`src/hdl/jsu_pkg.sv`:
```
// Shared types, constants and helper functions for the JSON string unescaper.
// Used by jsu_front, jsu_queue, jsu_back and json_string_unescape.
// No dependencies.
package jsu_pkg;

  localparam int ByteW            = 8;
  localparam int LimitW           = 12;
  localparam int MaxBeats         = 3;
  localparam int QueueDepth       = 4;
  localparam int CountWidthDef    = 12;
  localparam int ApbAddrW         = 3;
  localparam int ApbDataW         = 32;
  localparam int OutDataW         = 24;

  localparam logic [LimitW-1:0] LimitReset = 12'd255;

  // Register word index on the configuration port.
  localparam logic RegOutLimit = 1'b0;

  // Characters that matter to the scanner.
  localparam logic [ByteW-1:0] CharBackslash = 8'h5C;
  localparam logic [ByteW-1:0] CharN         = 8'h6E;
  localparam logic [ByteW-1:0] CharT         = 8'h74;
  localparam logic [ByteW-1:0] CharR         = 8'h72;
  localparam logic [ByteW-1:0] CharB         = 8'h62;
  localparam logic [ByteW-1:0] CharF         = 8'h66;
  localparam logic [ByteW-1:0] CharU         = 8'h75;
  localparam logic [ByteW-1:0] CtrlLf        = 8'h0A;
  localparam logic [ByteW-1:0] CtrlTab       = 8'h09;
  localparam logic [ByteW-1:0] CtrlCr        = 8'h0D;
  localparam logic [ByteW-1:0] CtrlBs        = 8'h08;
  localparam logic [ByteW-1:0] CtrlFf        = 8'h0C;

  // Code point limits and UTF-8 framing.
  localparam logic [15:0] CpSurLo   = 16'hD800;
  localparam logic [15:0] CpSurHi   = 16'hDFFF;
  localparam logic [15:0] CpRepl    = 16'hFFFD;
  localparam logic [15:0] CpOneMax  = 16'h0080;
  localparam logic [15:0] CpTwoMax  = 16'h0800;
  localparam logic [ByteW-1:0] Utf8Lead2 = 8'hC0;
  localparam logic [ByteW-1:0] Utf8Lead3 = 8'hE0;
  localparam logic [ByteW-1:0] Utf8Cont  = 8'h80;
  localparam logic [ByteW-1:0] Utf8Mask  = 8'h3F;

  typedef enum logic [1:0] {
    ModeNormal = 2'd0,
    ModeEscape = 2'd1,
    ModeHex    = 2'd2
  } scan_mode_e;

  // Everything one input byte produces: up to three output bytes, or a bare
  // end marker when nbytes is zero and tlast is set.
  typedef struct packed {
    logic [MaxBeats-1:0][ByteW-1:0] bytes;
    logic [1:0]                     nbytes;
    logic                           tlast;
    logic [LimitW-1:0]              length;
  } bundle_t;

  // Bit 4 flags a valid hex digit, bits 3:0 hold its value.
  function automatic logic [4:0] hex_val(logic [ByteW-1:0] c);
    logic [4:0] r;
    r = 5'd0;
    if (c inside {[8'h30:8'h39]}) begin
      r = {1'b1, 4'(c - 8'h30)};
    end else if (c inside {[8'h61:8'h66]}) begin
      r = {1'b1, 4'(c - 8'h57)};
    end else if (c inside {[8'h41:8'h46]}) begin
      r = {1'b1, 4'(c - 8'h37)};
    end
    return r;
  endfunction

endpackage

```
`src/hdl/jsu_front.sv`:
```
// Front end of the JSON string unescaper: accepts input beats, runs the
// escape scanner and byte counter, and pushes one bundle per productive beat.
// Depends on jsu_pkg.
module jsu_front import jsu_pkg::*; #(
  parameter int COUNT_WIDTH = CountWidthDef
) (
  input  logic              clk_i,
  input  logic              rst_ni,
  input  logic [LimitW-1:0] limit_i,
  input  logic              in_valid_i,
  input  logic [ByteW-1:0]  in_byte_i,
  input  logic              in_last_i,
  output logic              in_ready_o,
  input  logic              q_full_i,
  output logic              push_o,
  output bundle_t           push_data_o
);

  localparam int CntW = COUNT_WIDTH;
  localparam int ExtW = (CntW > LimitW) ? CntW : LimitW;
  localparam logic [CntW-1:0] CntMax = '1;

  typedef struct packed {
    scan_mode_e      mode;
    logic            full;
    logic [CntW-1:0] wcnt;
  } ctx_t;

  typedef struct packed {
    ctx_t            ctx;
    logic            emit;
    logic [ByteW-1:0] ch;
  } step_t;

  scan_mode_e       mode_q;
  logic             full_q;
  logic [CntW-1:0]  wcnt_q;
  logic [1:0]       held_cnt_q, held_cnt_d;
  logic [ByteW-1:0] held_q [3];
  logic             hold_en;

  ctx_t             cur_ctx, nxt_ctx;
  step_t            st;
  logic [ExtW-1:0]  eff_lim, lim_ext, max_ext, room;
  logic [ByteW-1:0] rep [3];
  logic [ByteW-1:0] dig [4];
  logic [4:0]       hv [4];
  logic             hex_ok;
  logic [15:0]      cp;
  logic [MaxBeats-1:0][ByteW-1:0] obytes;
  logic [1:0]       ocnt;
  logic             accept;
  logic [ExtW-1:0]  wcnt_ext;

  function automatic logic [CntW-1:0] sat_add(logic [CntW-1:0] w, logic [1:0] n);
    logic [CntW+1:0] s;
    s = {2'b00, w} + (CntW+2)'(n);
    return (s > {2'b00, CntMax}) ? CntMax : s[CntW-1:0];
  endfunction

  // One character through the plain and single-escape rules.
  function automatic step_t simple_step(ctx_t cx, logic [ByteW-1:0] c, logic last,
                                        logic [ExtW-1:0] eff);
    step_t r;
    r      = '0;
    r.ctx  = cx;
    r.ch   = c;
    r.emit = 1'b0;
    case (cx.mode)
      ModeEscape: begin
        r.ctx.mode = ModeNormal;
        r.emit     = 1'b1;
        case (c)
          CharN: r.ch = CtrlLf;
          CharT: r.ch = CtrlTab;
          CharR: r.ch = CtrlCr;
          CharB: r.ch = CtrlBs;
          CharF: r.ch = CtrlFf;
          CharU: begin
            r.emit = 1'b0;
            if (!last) r.ctx.mode = ModeHex;
          end
          default: r.ch = c;
        endcase
      end
      default: begin
        r.ctx.mode = ModeNormal;
        if (cx.full || (ExtW'(cx.wcnt) >= eff)) begin
          r.ctx.full = 1'b1;
        end else if ((c == CharBackslash) && !last) begin
          r.ctx.mode = ModeEscape;
        end else begin
          r.emit = 1'b1;
        end
      end
    endcase
    if (r.emit) r.ctx.wcnt = sat_add(cx.wcnt, 2'd1);
    return r;
  endfunction

  assign in_ready_o = !q_full_i;
  assign accept     = in_valid_i && in_ready_o;

  always_comb begin
    lim_ext = ExtW'(limit_i);
    max_ext = ExtW'(CntMax);
    eff_lim = (lim_ext > max_ext) ? max_ext : lim_ext;
    wcnt_ext = ExtW'(wcnt_q);
    room    = (wcnt_ext >= eff_lim) ? '0 : (eff_lim - wcnt_ext);
  end

  always_comb begin
    cur_ctx.mode = mode_q;
    cur_ctx.full = full_q;
    cur_ctx.wcnt = wcnt_q;
    nxt_ctx      = cur_ctx;
    held_cnt_d   = held_cnt_q;
    hold_en      = 1'b0;
    obytes       = '0;
    ocnt         = 2'd0;
    st           = '0;
    cp           = 16'd0;
    hex_ok       = 1'b1;
    dig[0] = held_q[0];
    dig[1] = held_q[1];
    dig[2] = held_q[2];
    dig[3] = in_byte_i;
    for (int i = 0; i < 4; i++) begin
      hv[i] = hex_val(dig[i]);
    end
    for (int j = 0; j < 3; j++) begin
      rep[j] = (2'(j) < held_cnt_q) ? held_q[j] : in_byte_i;
    end

    case (mode_q)
      ModeHex: begin
        if (held_cnt_q == 2'd3) begin
          for (int i = 0; i < 4; i++) begin
            hex_ok = hex_ok & hv[i][4];
          end
          cp = hex_ok ? {hv[0][3:0], hv[1][3:0], hv[2][3:0], hv[3][3:0]} : 16'd0;
          if (((cp >= CpSurLo) && (cp <= CpSurHi)) || (cp == 16'd0)) cp = CpRepl;
          if (cp < CpOneMax) begin
            if (room >= ExtW'(1)) begin
              obytes[0] = cp[7:0];
              ocnt      = 2'd1;
            end
          end else if (cp < CpTwoMax) begin
            if (room >= ExtW'(2)) begin
              obytes[0] = Utf8Lead2 | {3'b000, cp[10:6]};
              obytes[1] = Utf8Cont | (Utf8Mask & {2'b00, cp[5:0]});
              ocnt      = 2'd2;
            end
          end else if (room >= ExtW'(3)) begin
            obytes[0] = Utf8Lead3 | {4'h0, cp[15:12]};
            obytes[1] = Utf8Cont | (Utf8Mask & {2'b00, cp[11:6]});
            obytes[2] = Utf8Cont | (Utf8Mask & {2'b00, cp[5:0]});
            ocnt      = 2'd3;
          end
          nxt_ctx.mode = ModeNormal;
          nxt_ctx.wcnt = sat_add(wcnt_q, ocnt);
          held_cnt_d   = 2'd0;
        end else if (in_last_i) begin
          // Short unicode escape: the held characters and this one go back
          // through the plain rules, starting in normal mode.
          nxt_ctx.mode = ModeNormal;
          for (int j = 0; j < 3; j++) begin
            if (2'(j) <= held_cnt_q) begin
              st      = simple_step(nxt_ctx, rep[j], (2'(j) == held_cnt_q), eff_lim);
              nxt_ctx = st.ctx;
              if (st.emit) begin
                obytes[ocnt] = st.ch;
                ocnt         = ocnt + 2'd1;
              end
            end
          end
          held_cnt_d = 2'd0;
        end else begin
          hold_en    = 1'b1;
          held_cnt_d = held_cnt_q + 2'd1;
        end
      end
      default: begin
        st      = simple_step(cur_ctx, in_byte_i, in_last_i, eff_lim);
        nxt_ctx = st.ctx;
        if (st.emit) begin
          obytes[0] = st.ch;
          ocnt      = 2'd1;
        end
        if (st.ctx.mode == ModeHex) held_cnt_d = 2'd0;
      end
    endcase
  end

  always_comb begin
    push_o             = accept && ((ocnt != 2'd0) || in_last_i);
    push_data_o.bytes  = obytes;
    push_data_o.nbytes = ocnt;
    push_data_o.tlast  = in_last_i;
    push_data_o.length = in_last_i ? LimitW'(ExtW'(nxt_ctx.wcnt)) : '0;
  end

  always_ff @(posedge clk_i or negedge rst_ni) begin
    if (!rst_ni) begin
      mode_q     <= ModeNormal;
      full_q     <= 1'b0;
      wcnt_q     <= '0;
      held_cnt_q <= 2'd0;
    end else if (accept) begin
      if (in_last_i) begin
        mode_q     <= ModeNormal;
        full_q     <= 1'b0;
        wcnt_q     <= '0;
        held_cnt_q <= 2'd0;
      end else begin
        mode_q     <= nxt_ctx.mode;
        full_q     <= nxt_ctx.full;
        wcnt_q     <= nxt_ctx.wcnt;
        held_cnt_q <= held_cnt_d;
      end
    end
  end

  always_ff @(posedge clk_i) begin
    if (accept && hold_en) begin
      held_q[held_cnt_q] <= in_byte_i;
    end
  end

endmodule

```
`src/hdl/jsu_queue.sv`:
```
// Small bundle queue between the scanner and the output serializer.
// Depends on jsu_pkg.
module jsu_queue import jsu_pkg::*; (
  input  logic    clk_i,
  input  logic    rst_ni,
  input  logic    push_i,
  input  bundle_t push_data_i,
  input  logic    pop_i,
  output bundle_t head_o,
  output logic    full_o,
  output logic    empty_o
);

  localparam int PtrW = $clog2(QueueDepth);
  localparam int CntW = $clog2(QueueDepth + 1);

  bundle_t         mem_q [QueueDepth];
  logic [PtrW-1:0] wr_ptr_q, rd_ptr_q;
  logic [CntW-1:0] count_q;

  assign full_o  = (count_q == CntW'(QueueDepth));
  assign empty_o = (count_q == '0);
  assign head_o  = mem_q[rd_ptr_q];

  always_ff @(posedge clk_i or negedge rst_ni) begin
    if (!rst_ni) begin
      wr_ptr_q <= '0;
      rd_ptr_q <= '0;
      count_q  <= '0;
    end else begin
      if (push_i) wr_ptr_q <= wr_ptr_q + PtrW'(1);
      if (pop_i) rd_ptr_q <= rd_ptr_q + PtrW'(1);
      if (push_i && !pop_i) begin
        count_q <= count_q + CntW'(1);
      end else if (pop_i && !push_i) begin
        count_q <= count_q - CntW'(1);
      end
    end
  end

  always_ff @(posedge clk_i) begin
    if (push_i) mem_q[wr_ptr_q] <= push_data_i;
  end

endmodule

```
`src/hdl/jsu_back.sv`:
```
// Output serializer: splits each queued bundle into beats, one per cycle while
// out_ready_i allows, through a registered output stage.  Depends on jsu_pkg.
module jsu_back import jsu_pkg::*; (
  input  logic              clk_i,
  input  logic              rst_ni,
  input  bundle_t           head_i,
  input  logic              empty_i,
  output logic              pop_o,
  output logic              out_valid_o,
  input  logic              out_ready_i,
  output logic [ByteW-1:0]  out_byte_o,
  output logic              out_bvalid_o,
  output logic              out_last_o,
  output logic [LimitW-1:0] out_len_o
);

  logic [1:0]        beat_q, beat_d;
  logic              valid_q, valid_d;
  logic [ByteW-1:0]  byte_q;
  logic              bvalid_q, last_q;
  logic [LimitW-1:0] len_q;
  logic              load, final_beat;
  logic [1:0]        nbeats;

  always_comb begin
    nbeats     = (head_i.nbytes == 2'd0) ? 2'd1 : head_i.nbytes;
    final_beat = (beat_q == (nbeats - 2'd1));
    load       = !empty_i && (!valid_q || out_ready_i);
    pop_o      = load && final_beat;
    beat_d     = beat_q;
    if (load) beat_d = final_beat ? 2'd0 : (beat_q + 2'd1);
    valid_d    = load ? 1'b1 : (out_ready_i ? 1'b0 : valid_q);
  end

  always_ff @(posedge clk_i or negedge rst_ni) begin
    if (!rst_ni) begin
      beat_q  <= 2'd0;
      valid_q <= 1'b0;
    end else begin
      beat_q  <= beat_d;
      valid_q <= valid_d;
    end
  end

  always_ff @(posedge clk_i) begin
    if (load) begin
      byte_q   <= (head_i.nbytes == 2'd0) ? '0 : head_i.bytes[beat_q];
      bvalid_q <= (head_i.nbytes != 2'd0);
      last_q   <= head_i.tlast && final_beat;
      len_q    <= (head_i.tlast && final_beat) ? head_i.length : '0;
    end
  end

  assign out_valid_o  = valid_q;
  assign out_byte_o   = byte_q;
  assign out_bvalid_o = bvalid_q;
  assign out_last_o   = last_q;
  assign out_len_o    = len_q;

endmodule

```
`src/hdl/json_string_unescape.sv`:
```
// JSON string unescaper, top level: configuration port and stream wiring.
// Depends on jsu_pkg, jsu_front, jsu_queue and jsu_back.
//
// Feed the bytes of one JSON string body, one per beat, with tlast on the
// final byte; the block returns the decoded bytes, UTF-8 for \uXXXX escapes,
// and marks the last result of the token with tlast and its total length.
// A token that yields no bytes returns one bare end beat with tuser low.
// Input takes one beat per cycle while the queue is not full; the serializer
// sends one beat per cycle while m_axis_tready is high, so an escape that
// expands to several bytes holds the output for one beat per byte, and a
// four-entry queue between scanner and serializer absorbs the difference.
// Results are registered in the queue and output stage. out_limit (address 0)
// caps the bytes written per token and should only be changed between tokens.
module json_string_unescape import jsu_pkg::*; #(
  parameter int COUNT_WIDTH = CountWidthDef
) (
  input  logic                clk_i,
  input  logic                rst_ni,
  // APB configuration port
  input  logic                psel,
  input  logic                penable,
  input  logic                pwrite,
  input  logic [ApbAddrW-1:0] paddr,
  input  logic [ApbDataW-1:0] pwdata,
  output logic [ApbDataW-1:0] prdata,
  output logic                pready,
  // Input stream
  input  logic                s_axis_tvalid,
  output logic                s_axis_tready,
  input  logic [ByteW-1:0]    s_axis_tdata,  // [7:0] in_byte
  input  logic                s_axis_tlast,  // in_last
  // Output stream
  output logic                m_axis_tvalid,
  input  logic                m_axis_tready,
  output logic [OutDataW-1:0] m_axis_tdata,  // [7:0] out_byte, [19:8] out_length
  output logic                m_axis_tlast,  // token_end
  output logic                m_axis_tuser   // byte_valid
);

  logic [LimitW-1:0] limit_q;
  logic              cfg_wr;
  logic              push, pop, q_full, q_empty;
  bundle_t           push_data, head;
  logic [ByteW-1:0]  out_byte;
  logic [LimitW-1:0] out_len;

  assign pready = 1'b1;
  assign cfg_wr = psel && penable && pwrite && pready && (paddr[2] == RegOutLimit);
  assign prdata = (paddr[2] == RegOutLimit) ? ApbDataW'(limit_q) : '0;

  always_ff @(posedge clk_i or negedge rst_ni) begin
    if (!rst_ni) begin
      limit_q <= LimitReset;
    end else if (cfg_wr) begin
      limit_q <= pwdata[LimitW-1:0];
    end
  end

  jsu_front #(
    .COUNT_WIDTH (COUNT_WIDTH)
  ) u_front (
    .clk_i       (clk_i),
    .rst_ni      (rst_ni),
    .limit_i     (limit_q),
    .in_valid_i  (s_axis_tvalid),
    .in_byte_i   (s_axis_tdata),
    .in_last_i   (s_axis_tlast),
    .in_ready_o  (s_axis_tready),
    .q_full_i    (q_full),
    .push_o      (push),
    .push_data_o (push_data)
  );

  jsu_queue u_queue (
    .clk_i       (clk_i),
    .rst_ni      (rst_ni),
    .push_i      (push),
    .push_data_i (push_data),
    .pop_i       (pop),
    .head_o      (head),
    .full_o      (q_full),
    .empty_o     (q_empty)
  );

  jsu_back u_back (
    .clk_i        (clk_i),
    .rst_ni       (rst_ni),
    .head_i       (head),
    .empty_i      (q_empty),
    .pop_o        (pop),
    .out_valid_o  (m_axis_tvalid),
    .out_ready_i  (m_axis_tready),
    .out_byte_o   (out_byte),
    .out_bvalid_o (m_axis_tuser),
    .out_last_o   (m_axis_tlast),
    .out_len_o    (out_len)
  );

  assign m_axis_tdata = {4'h0, out_len, out_byte};

endmodule
```
`config.mk`:
```
export PLATFORM = sky130hd
export DESIGN_NAME = json_string_unescape
export DESIGN_NICKNAME = d
export VERILOG_FILES = /design/src/hdl/jsu_pkg.sv /design/src/hdl/jsu_front.sv /design/src/hdl/jsu_queue.sv /design/src/hdl/jsu_back.sv /design/src/hdl/json_string_unescape.sv
export SDC_FILE = /design/constraint.sdc
export NUM_CORES = 1
export LEC_CHECK = 0
export BUFFER_PORTS_ARGS = -buffer_cell sky130_fd_sc_hd__buf_2
export CAP_MARGIN = 10
export CORE_UTILIZATION = 50
export DETAILED_ROUTE_END_ITERATION = 10
export PLACE_DENSITY = 0.68
export RECOVER_POWER = 25
export SETUP_SLACK_MARGIN = 0.1
export SYNTH_ARGS = -nofsm -noshare
export SYNTH_HDL_FRONTEND = slang
export SYNTH_SLANG_ARGS = --single-unit
```
`constraint.sdc`:
```
create_clock -name clk_i -period 7.7 [get_ports clk_i]
set_input_delay 0.77 -clock clk_i [delete_from_list [all_inputs] [get_ports clk_i]]
set_output_delay 0.77 -clock clk_i [all_outputs]
set_load 0.005 [all_outputs]
```
Word level (Yosys, flattened, before mapping)
Memory sizes are Yosys's and may differ from the RTL's.
Cells that the tools add are included.
{"block": "word_totals", "register_bits": 61, "latchBits": 0, "ramBits": 180, "mem_bits_ro": 0, "input_bits": 51, "out_inout_bits": 61, "word_cells": 373, "mem_count": 2}
{"memory": "u_queue.mem_q", "words": 4, "width": 39, "read_ports": 1, "rd_clocked_by_memory_dff": 0, "wr": 1, "line_no": "jsu_queue.sv:17", "rtl": "bundle_t mem_q [QueueDepth];"}
{"memory": "u_front.held_q", "words": 3, "width": 8, "read_ports": 3, "rd_clocked_by_memory_dff": 0, "wr": 1, "line_no": "jsu_front.sv:39", "rtl": "logic [ByteW-1:0] held_q [3];"}
{"block": "op_classes", "addsub": 26, "mul": 0, "div_mod_pow": 0, "n_lt_le_gt_ge": 50, "n_eq_ne": 35, "shifts": 0, "muxes": 185, "n_bitwise": 4, "reduce_logical": 57}
{"cell": "24-bit 2-to-1 mux", "count": 10}
{"cell": "8-bit 2-to-1 mux", "count": 27}
{"cell": "8-bit by 7-bit equality test with 1-bit output (second input constant)", "count": 22}
{"cell": "12-bit 2-to-1 mux", "count": 14}
{"cell": "15-bit 2-to-1 mux", "count": 11}
{"cell": "16-bit 2-to-1 mux", "count": 8}
{"cell": "8-bit one-hot mux with 5 select lines", "count": 3}
{"cell": "2-bit 2-to-1 mux", "count": 39}
{"cell": "8-bit by 7-bit greater-or-equal comparator with 1-bit output (second input constant)", "count": 8}
{"cell": "8-bit by 7-bit <= comparator with 1-bit output (second input constant)", "count": 8}
{"cell": "5-bit 2-to-1 mux", "count": 12}
{"cell": "14-bit by 12-bit > comparator with 1-bit output (second input constant)", "count": 4}
{"cell": "1-bit 2-to-1 mux", "count": 54}
{"cell": "24-bit bitwise mux", "count": 2}
{"cell": "12-bit by 1-bit adder with 13-bit output (second input constant)", "count": 3}
{"cell": "12-bit greater-or-equal comparator", "count": 3}
{"cell": "8-bit demux with 2-bit select", "count": 2}
{"cell": "8-bit by 6-bit greater-or-equal comparator with 1-bit output (second input constant)", "count": 4}
{"cell": "8-bit by 6-bit <= comparator with 1-bit output (second input constant)", "count": 4}
{"cell": "4-bit by 3-bit subtractor with 4-bit output (second input constant)", "count": 8}
{"cell": "1-bit logical AND", "count": 30}
{"cell": "12-bit by 2-bit greater-or-equal comparator with 1-bit output (second input constant)", "count": 2}
{"cell": "8-bit binary-select mux with 2-bit select", "count": 1}
{"cell": "16-bit greater-or-equal comparator (second input constant)", "count": 1}
{"cell": "38 further kinds", "count": 77}

Longest topological paths before layout
Gate-level depths: netlist of run 1.
{"block": "logic_depth", "ltp_word": 48, "depth_mapped": 37}

Hierarchy
Synthesis of run 1 repeated with hierarchy kept, for this count alone.
{"block": "hier_totals", "cells_unflattened": 1527, "area_unflattened_um2": 16086.7}
{"mod": "jsu_front", "n_inst": 1, "cells_each": 1125, "area_each_um2": 8008.9, "seq_area_each_um2": 1146.1}
{"mod": "jsu_queue", "n_inst": 1, "cells_each": 238, "area_each_um2": 6068.3, "seq_area_each_um2": 4859.7}
{"mod": "jsu_back", "n_inst": 1, "cells_each": 98, "area_each_um2": 1214.9, "seq_area_each_um2": 735.7}
{"mod": "json_string_unescape", "n_inst": 1, "cells_each": 66, "area_each_um2": 794.5, "seq_area_each_um2": 310.3}

Least setup slack after synthesis of run 1
OpenSTA, ideal clock, no wires.
{"block": "synth_path", "path_kind": "register to register", "startpoint": "reg u_front.held_cnt_q[1]", "endpoint": "mem u_queue.mem_q[0][9] (netlist bit), data pin", "setup_ns": 0.271, "arrival_time_ns": 6.503, "required_ns": 7.429, "slack_ns": 0.926, "stages_incl_launch_ff": 34, "n_path_buf": 3, "period_less_slack_ns": 6.774, "path_cell_list": "dfrtp_1 clkbuf_1 inv_1 ha_1 buf_6 nor3b_1 o2111a_2 or2_0 or4_4 mux2i_4 inv_1 ha_1 nand4_1 nor2_1 a31oi_1 and2_1 and3_1 buf_2 nor2_1 nor2_1 a21bo_2 ha_1 nand2b_1 a21oi_1 nor2b_1 o21ai_0 a21o_1 a211oi_1 o21ai_2 o31ai_4 nand2b_1 nor3_2 xor2_1 o311a_1"}
{"element": "start: declaration", "line_no": "jsu_front.sv:38", "rtl": "logic [1:0] held_cnt_q, held_cnt_d;"}
{"element": "start signal: assignment", "line_no": "jsu_front.sv:219", "rtl": "held_cnt_q <= held_cnt_d;"}
{"element": "end: declaration", "line_no": "jsu_queue.sv:17"}

==> results of run 1 <==
==> state kept, by name (all words and copies together), names as in the netlist, 2 cells and up <==
signal and flops:
u_queue.count_q 3, limit_q 12, u_front.mode_q 2, u_back.beat_q 2, u_front.held_cnt_q 2, u_queue.rd_ptr_q 2, u_front.wcnt_ext 12, u_back.out_byte_o 8
u_back.out_len_o 12, u_front.held_q 24, u_queue.wr_ptr_q 2, u_queue.mem_q 156
==> layout make-up <==
type / count / area (sq um) / share of cell area (%)
timing repair buffer: 149 / 931 / 5.26
multi-input combinational: 1092 / 8050 / 45.5
tap: 396 / 495 / 2.80
clock inverter: 19 / 194 / 1.10
sequential: 241 / 7050 / 39.9
clock buffer: 31 / 701 / 3.96
inverter: 71 / 269 / 1.52
==> what timing repair did <==
action                                  4_1_cts  5_1_grt
endpoints found under the hold margin         0        0
endpoints found under the setup margin        0      151
resized for setup                             0       19
setup buffers                                 0        8
==> power by group through the flow <==
stage               logic [uW]  clock network (uW)  registers (uW)
CTS                       1730                1310            1860
floorplan                 1280                   0            1820
global placement          1700                   0            1870
global route              1930                1360            1880
detailed placement        1720                   0            1880
finish                    1760                1290            1860
==> cell usage after synthesis, types with 5 or more instances <==
cell type  number
nand2b_1       15
o311a_1         5
o21bai_1       10
edfxtp_1      202
o211ai_1       13
and3_1         20
xnor2_1        20
a2111oi_0       6
or3_1          12
nor2b_1        16
a31o_2          7
mux4_2         39
inv_1          70
a21o_1         10
o31ai_1         9
dfstp_2         8
a21oi_1        98
clkbuf_1       51
o21ai_0        76
o21a_1         10
ha_1           72
a21boi_0        6
buf_1           8
nor4_1          8
nor3_1         31
mux2_2         15
mux2i_1        32
a31oi_1        31
nand2_1       115
clkbuf_8        9
xor2_1          9
nand3_1        34
a211oi_1       12
and2_1         12
nand4_1        16
nand3b_1        7
a22oi_1         5
dfrtp_1        31
a22o_1          5
nor2_1        143
o22ai_1        18
buf_2           7
buf_4          28
==> worst reg2reg max path, delay by kind of cell, from the launching register on <==
| kind | cells | cell delay (ps) |
|---|---|---|
| compound gates | 15 | 3130 |
| fa+ha+maj | 4 | 1230 |
| buf+inv | 5 | 630 |
| flops | 1 | 470 |
| mux | 1 | 290 |
| simple gates | 7 | 1340 |
==> worst paths after layout <==
path                                      from                    to  slack (ps)  depth (start not counted)
setup / recovery           u_front.wcnt_ext[0]  u_queue.mem_q[1][22]         340                         32
hold reg to reg             u_queue.count_q[2]    u_queue.count_q[2]         500                          1
min in group asynchronous               rst_ni           limit_q[10]         980                          1
max in group asynchronous               rst_ni   u_queue.rd_ptr_q[0]        5100                          1
setup reg to reg           u_front.wcnt_ext[0]  u_queue.mem_q[1][22]         340                         32
hold / removal                   m_axis_tready    u_back.out_valid_o         410                          2
==> logic make-up (layout without fill, tap and decap cells) <==
group	after synthesis	in the layout	synth area share, %
AND/OR/NAND/NOR	478	478	15.3
AO/OA/AOI/OAI	395	395	17.7
flip-flops	241	241	44.5
buffers and inverters	178	270	5.70
multiplexers	90	90	9.00
adder cells (fa/ha/maj)	75	75	6.07
XOR/XNOR	29	29	1.60
other	2	25	0.0474
==> metrics by stage <==
stage                     area (sq um)  power (uW)  hold WS [ps]  setup slack, ps  utilization [%]
after floorplan                  15900        3100           464              926                -
after global placement           16700        3570           485              285             54.1
after detailed placement         16700        3600           491              163             54.1
after CTS                        17600        4900           391              109             57.0
after global routing             17700        5180           420             10.3             57.2
final                            17700        4900           408              345             57.2
==> routing by layer <==
metal	up-vias	track usage [%]	routed length, microns
met5	-	0	0
met4	0	8.69	1340
met3	89	3.71	3740
met2	636	39.4	18600
met1	5935	38.9	19000
li1	5788	-	-
==> impl_metrics.tcl, run 1 <==
set metrics [dict create \
    cpPeakStageDelay_ps 560 \
    first_global_vias 11800 \
    gp_congestion 0.949 \
    h-tree-depth 1 \
    num_antenna_cells 0 \
    cp_top_family "compound AO/OA/AOI/OAI gates" \
    first_iter_violations 1482 \
    postCtsHoldBufs 0 \
    syn_to_final_growth_pct 11.7 \
    setup_violations 0 \
    cts_buffers 27 \
    tightestPinTransition_ps 2490 \
    irDropWorstVdd_uv 174 \
    final_layout_size_suffix_gt1_share_pct 19.3 \
    p_int_uw 3210 \
    grt_pass1_wl_microns 66900 \
    syn_inst 1488 \
    yosysTopAreaCell "edfxtp_1" \
    synth_cell_type_count 123 \
    fmax_ghz 0.136 \
    tritoncts "done" \
    max-slew-margin-rel_pct -66.1 \
    fillerInstances 2601 \
    rows 64 \
    viasPerCell 6.23 \
    violations "max-capacitance violations, max-slew violations" \
    syn_area_per_cell_sq_um 10.6 \
    io_buffers 64 \
    yosysWarnings 0 \
    period_share_pct 95.5 \
    tns_ps 0 \
    wl_per_cell_microns 21.3 \
    power.share.clock_pct 26.3 \
    num_io_pins 112 \
    ant_nets 0 \
    ys_ff_latch 241 \
    cts.sinks 241 \
    synth_top_area_share_pct 38.3 \
    dp.cells 1941 \
    cellLeakagePower_uw 0.00669 \
    crit_buf_inv 5 \
    startpoint_type "register" \
    power_frac_comb_pct 35.9 \
    clock_latency_ps 550 \
    crit_type "register to register" \
    synth-edff-count 202 \
    async_flop_share_pct 16.2 \
    cap_violations 2 \
    drv_slew 70 \
    seqPwrFrac_pct 37.9 \
    die_w_microns 180 \
    yosysSeqAreaShare_pct 44.5 \
    wl_microns 42600 \
    cp-end-kind "register" \
    p_switching_uw 1690 \
    root_buffer "clkbuf_16" \
    rsz0062_at_grt "false" \
    drc 0 \
    critPathRequiredTime_ps 7980 \
    p_sw_share_pct 34.4 \
    gr-total-overflow 0 \
    finalNetCount 1708 \
    core_area_sq_mm 0.0309 \
    mostFrequentLayoutCell "edfxtp_1" \
    cts.path.max_buffers 3 \
    min_path_type "input port to register" \
    grt_max_degree 41 \
    dp_hpwl_microns 30900 \
    crit_fanout 7 \
    vias 12400 \
    cp.arrival_ps 7640 \
    antenna_found_initial 0 \
    fin_skew_ps 14.0 \
    power_density_mw_per_mm2 277 \
    synth_area_leaders "edfxtp_1, ha_1, mux4_2, dfrtp_1, nor2_1" \
    start_util_pct 51.3 \
    dieArea_sq_mm 0.0324 \
    min_period_ps 7360 \
    dr.pass1.iters 6 \
    outcome "finished, violations left" \
    mostFrequentLayoutCells "edfxtp_1, nor2_1, nand2_1" \
    grt_use_total_pct 26.2 \
    clk_pin_slew_ps 60 \
    cp_slowest_cell "a2111oi_4" \
    syn-cell-area_sq_mm 0.0158 \
    die_height_microns 180 \
    hold_viol_final 0 \
    instances_no_fill 1999 \
    yosys_most_used_dff "edfxtp_1" \
]
Power figures use the tool's default switching activity.
==> run 2, diff against run 1 <==
--- a/config.mk
+++ b/config.mk
@@ -7,6 +7,7 @@
 export LEC_CHECK = 0
 export BUFFER_PORTS_ARGS = -buffer_cell sky130_fd_sc_hd__buf_2
 export CAP_MARGIN = 10
+export CORE_MARGIN = 4
 export CORE_UTILIZATION = 50
 export DETAILED_ROUTE_END_ITERATION = 10
 export PLACE_DENSITY = 0.68
==> run 2 against run 1 <==
Compared with the run above: the flow still finishes with violations (max-capacitance violations, max-slew violations); hold slack improved by 8.4 ps; routed wire length up 5.8%; final cell count rose by 0.80%; highest routed layer unchanged.
==> impl_metrics.tcl, run 2 (synthesis results as in run 1) <==
set metrics [dict create \
    wl_per_cell_microns 22.4 \
    dr.pass1.iters 6 \
    power_density_mw_per_mm2 275 \
    syn_to_final_growth_pct 12.0 \
    min_period_ps 7330 \
    rsz0062_at_grt "false" \
    postPlaceCellArea_sq_mm 0.0169 \
    cp_slowest_cell "a2111o_2" \
    fmax_ghz 0.136 \
    gp_congestion 0.975 \
    first_global_vias 11900 \
    largest_registers "u_queue.mem_q (156), u_front.held_q (24)" \
    cap_violations 2 \
    num_io_pins 112 \
    min_path_type "input port to register" \
    hold_viol_final 0 \
    mostFrequentLayoutCell "edfxtp_1" \
    irDropWorstVdd_uv 273 \
    cpPeakStageDelay_ps 580 \
    outcome "finished, violations left" \
    root_buffer "clkbuf_16" \
    num_antenna_cells 0 \
    crit_type "register to register" \
    finalNetCount 1726 \
    power.total_uw 4870 \
    period_share_pct 95.2 \
    tritoncts "done" \
    drv_slew 70 \
    wl_microns 45100 \
    dieArea_sq_mm 0.0346 \
    cts_buffers 26 \
    top_layer "met4" \
    grt_max_degree 41 \
    fin_skew_ps 19.2 \
    cellLeakagePower_uw 0.00672 \
    dp_hpwl_microns 32600 \
    cts.sinks 241 \
    antenna_found_initial 0 \
    io_buffers 64 \
    ant_nets 0 \
    mostFrequentLayoutCells "edfxtp_1, nor2_1, nand2_1" \
    largest_register_ffs 156 \
    stdcell_area_sq_mm 0.0177 \
    die_height_microns 186 \
    vias 12600 \
    cp.arrival_ps 7740 \
    r2r_slack_ps 370 \
    holdWs_ps 416 \
    final_layout_size_suffix_gt1_share_pct 20.1 \
    wl_met2_microns 20200 \
    max-slew-margin-rel_pct -72.0 \
    route.met3.wl_microns 3450 \
    violations "max-capacitance violations, max-slew violations" \
    setup_violations 0 \
    first_iter_violations 1556 \
    cp-end-kind "register" \
    cp_common_cell "buf_4" \
    die_w_microns 186 \
    critPathRequiredTime_ps 8110 \
    start_util_pct 51.3 \
    grt_pass1_wl_microns 69400 \
    cts.path.max_buffers 3 \
    clk_pin_slew_ps 60 \
    grt_use_total_pct 25.8 \
    crit_fanout 8 \
    core_area_sq_mm 0.0309 \
    tns_ps 0 \
    fillerInstances 2648 \
    drc 0 \
    rows 64 \
    gr-total-overflow 0 \
    startpoint_type "register" \
    tightestPinTransition_ps 2580 \
    clock_latency_ps 560 \
    wl_met1_microns 20200 \
    h-tree-depth 1 \
    top_register "u_queue.mem_q" \
    viasPerCell 6.23 \
]
[run 2: changes by cell type in the layout (fill, tap and decap cells not counted), moves of 4 or more]
cell / change
nor2_2: +6
buf_2: -10
nor2_1: -5
clkbuf_1: +9
clkinv_1: -4
clkinv_2: +6
buf_4: +19
[run 2: stage by stage]
stage	utilization, %	worst slack, ps	instances
floorplan	-	926	1511
global placement	54.6	439	1964
detailed placement	54.6	312	1964
CTS	57.3	272	2011
global route	57.4	51.1	2015
finish	57.4	373	2015
[run 2: worst paths after layout]
check	from	to	cells after the start
min in group asynchronous	rst_ni	limit_q[10]	1
hold / removal	m_axis_tready	u_back.out_valid_o	2
setup reg to reg	u_front.wcnt_ext[3]	u_queue.mem_q[3][21]	31
max in group asynchronous	rst_ni	u_front.wcnt_ext[0]	1
setup / recovery	u_front.wcnt_ext[3]	u_queue.mem_q[3][21]	31
hold reg to reg	u_queue.count_q[2]	u_queue.count_q[2]	1
[run 2: layout make-up]
class	count	area [sq um]	area share [%]
Inverter	71	269	1.52
Timing Repair Buffer	168	1040	5.89
Clock buffer	29	672	3.79
Tap cell	396	495	2.79
Multi-Input combinational cell	1092	8050	45.4
Clock inverter	18	155	0.874
Sequential cell	241	7050	39.8
[run 2: repair_timing]
item,CTS,global route
resized for setup,0,22
setup endpoints to repair,0,136
hold buffers,0,0
buffers inserted,0,4
[run 2: metal layers]
layer  global-route usage (%)  vias to the layer above
met5                        0                        -
met4                     6.62                        0
met3                     3.26                       72
met2                     39.6                      569
met1                     39.1                     6102
li1                         -                     5813
[run 2: power by group]
group          total, uW  internal, uW  switching, uW  leakage (uW)
sequential          1870          1730            144       0.00237
combinational       1780           734           1050       0.00394
clock               1220           696            523      0.000410
[run 2: critical path: cells and delay by family (launching register included)]
kind,cells,cell delay [ps]
and+or+nand+nor,6,980
DFF,1,380
AOI/OAI and AO/OA,15,3670
buffers and inverters,7,1190
adders and majority gates,3,970
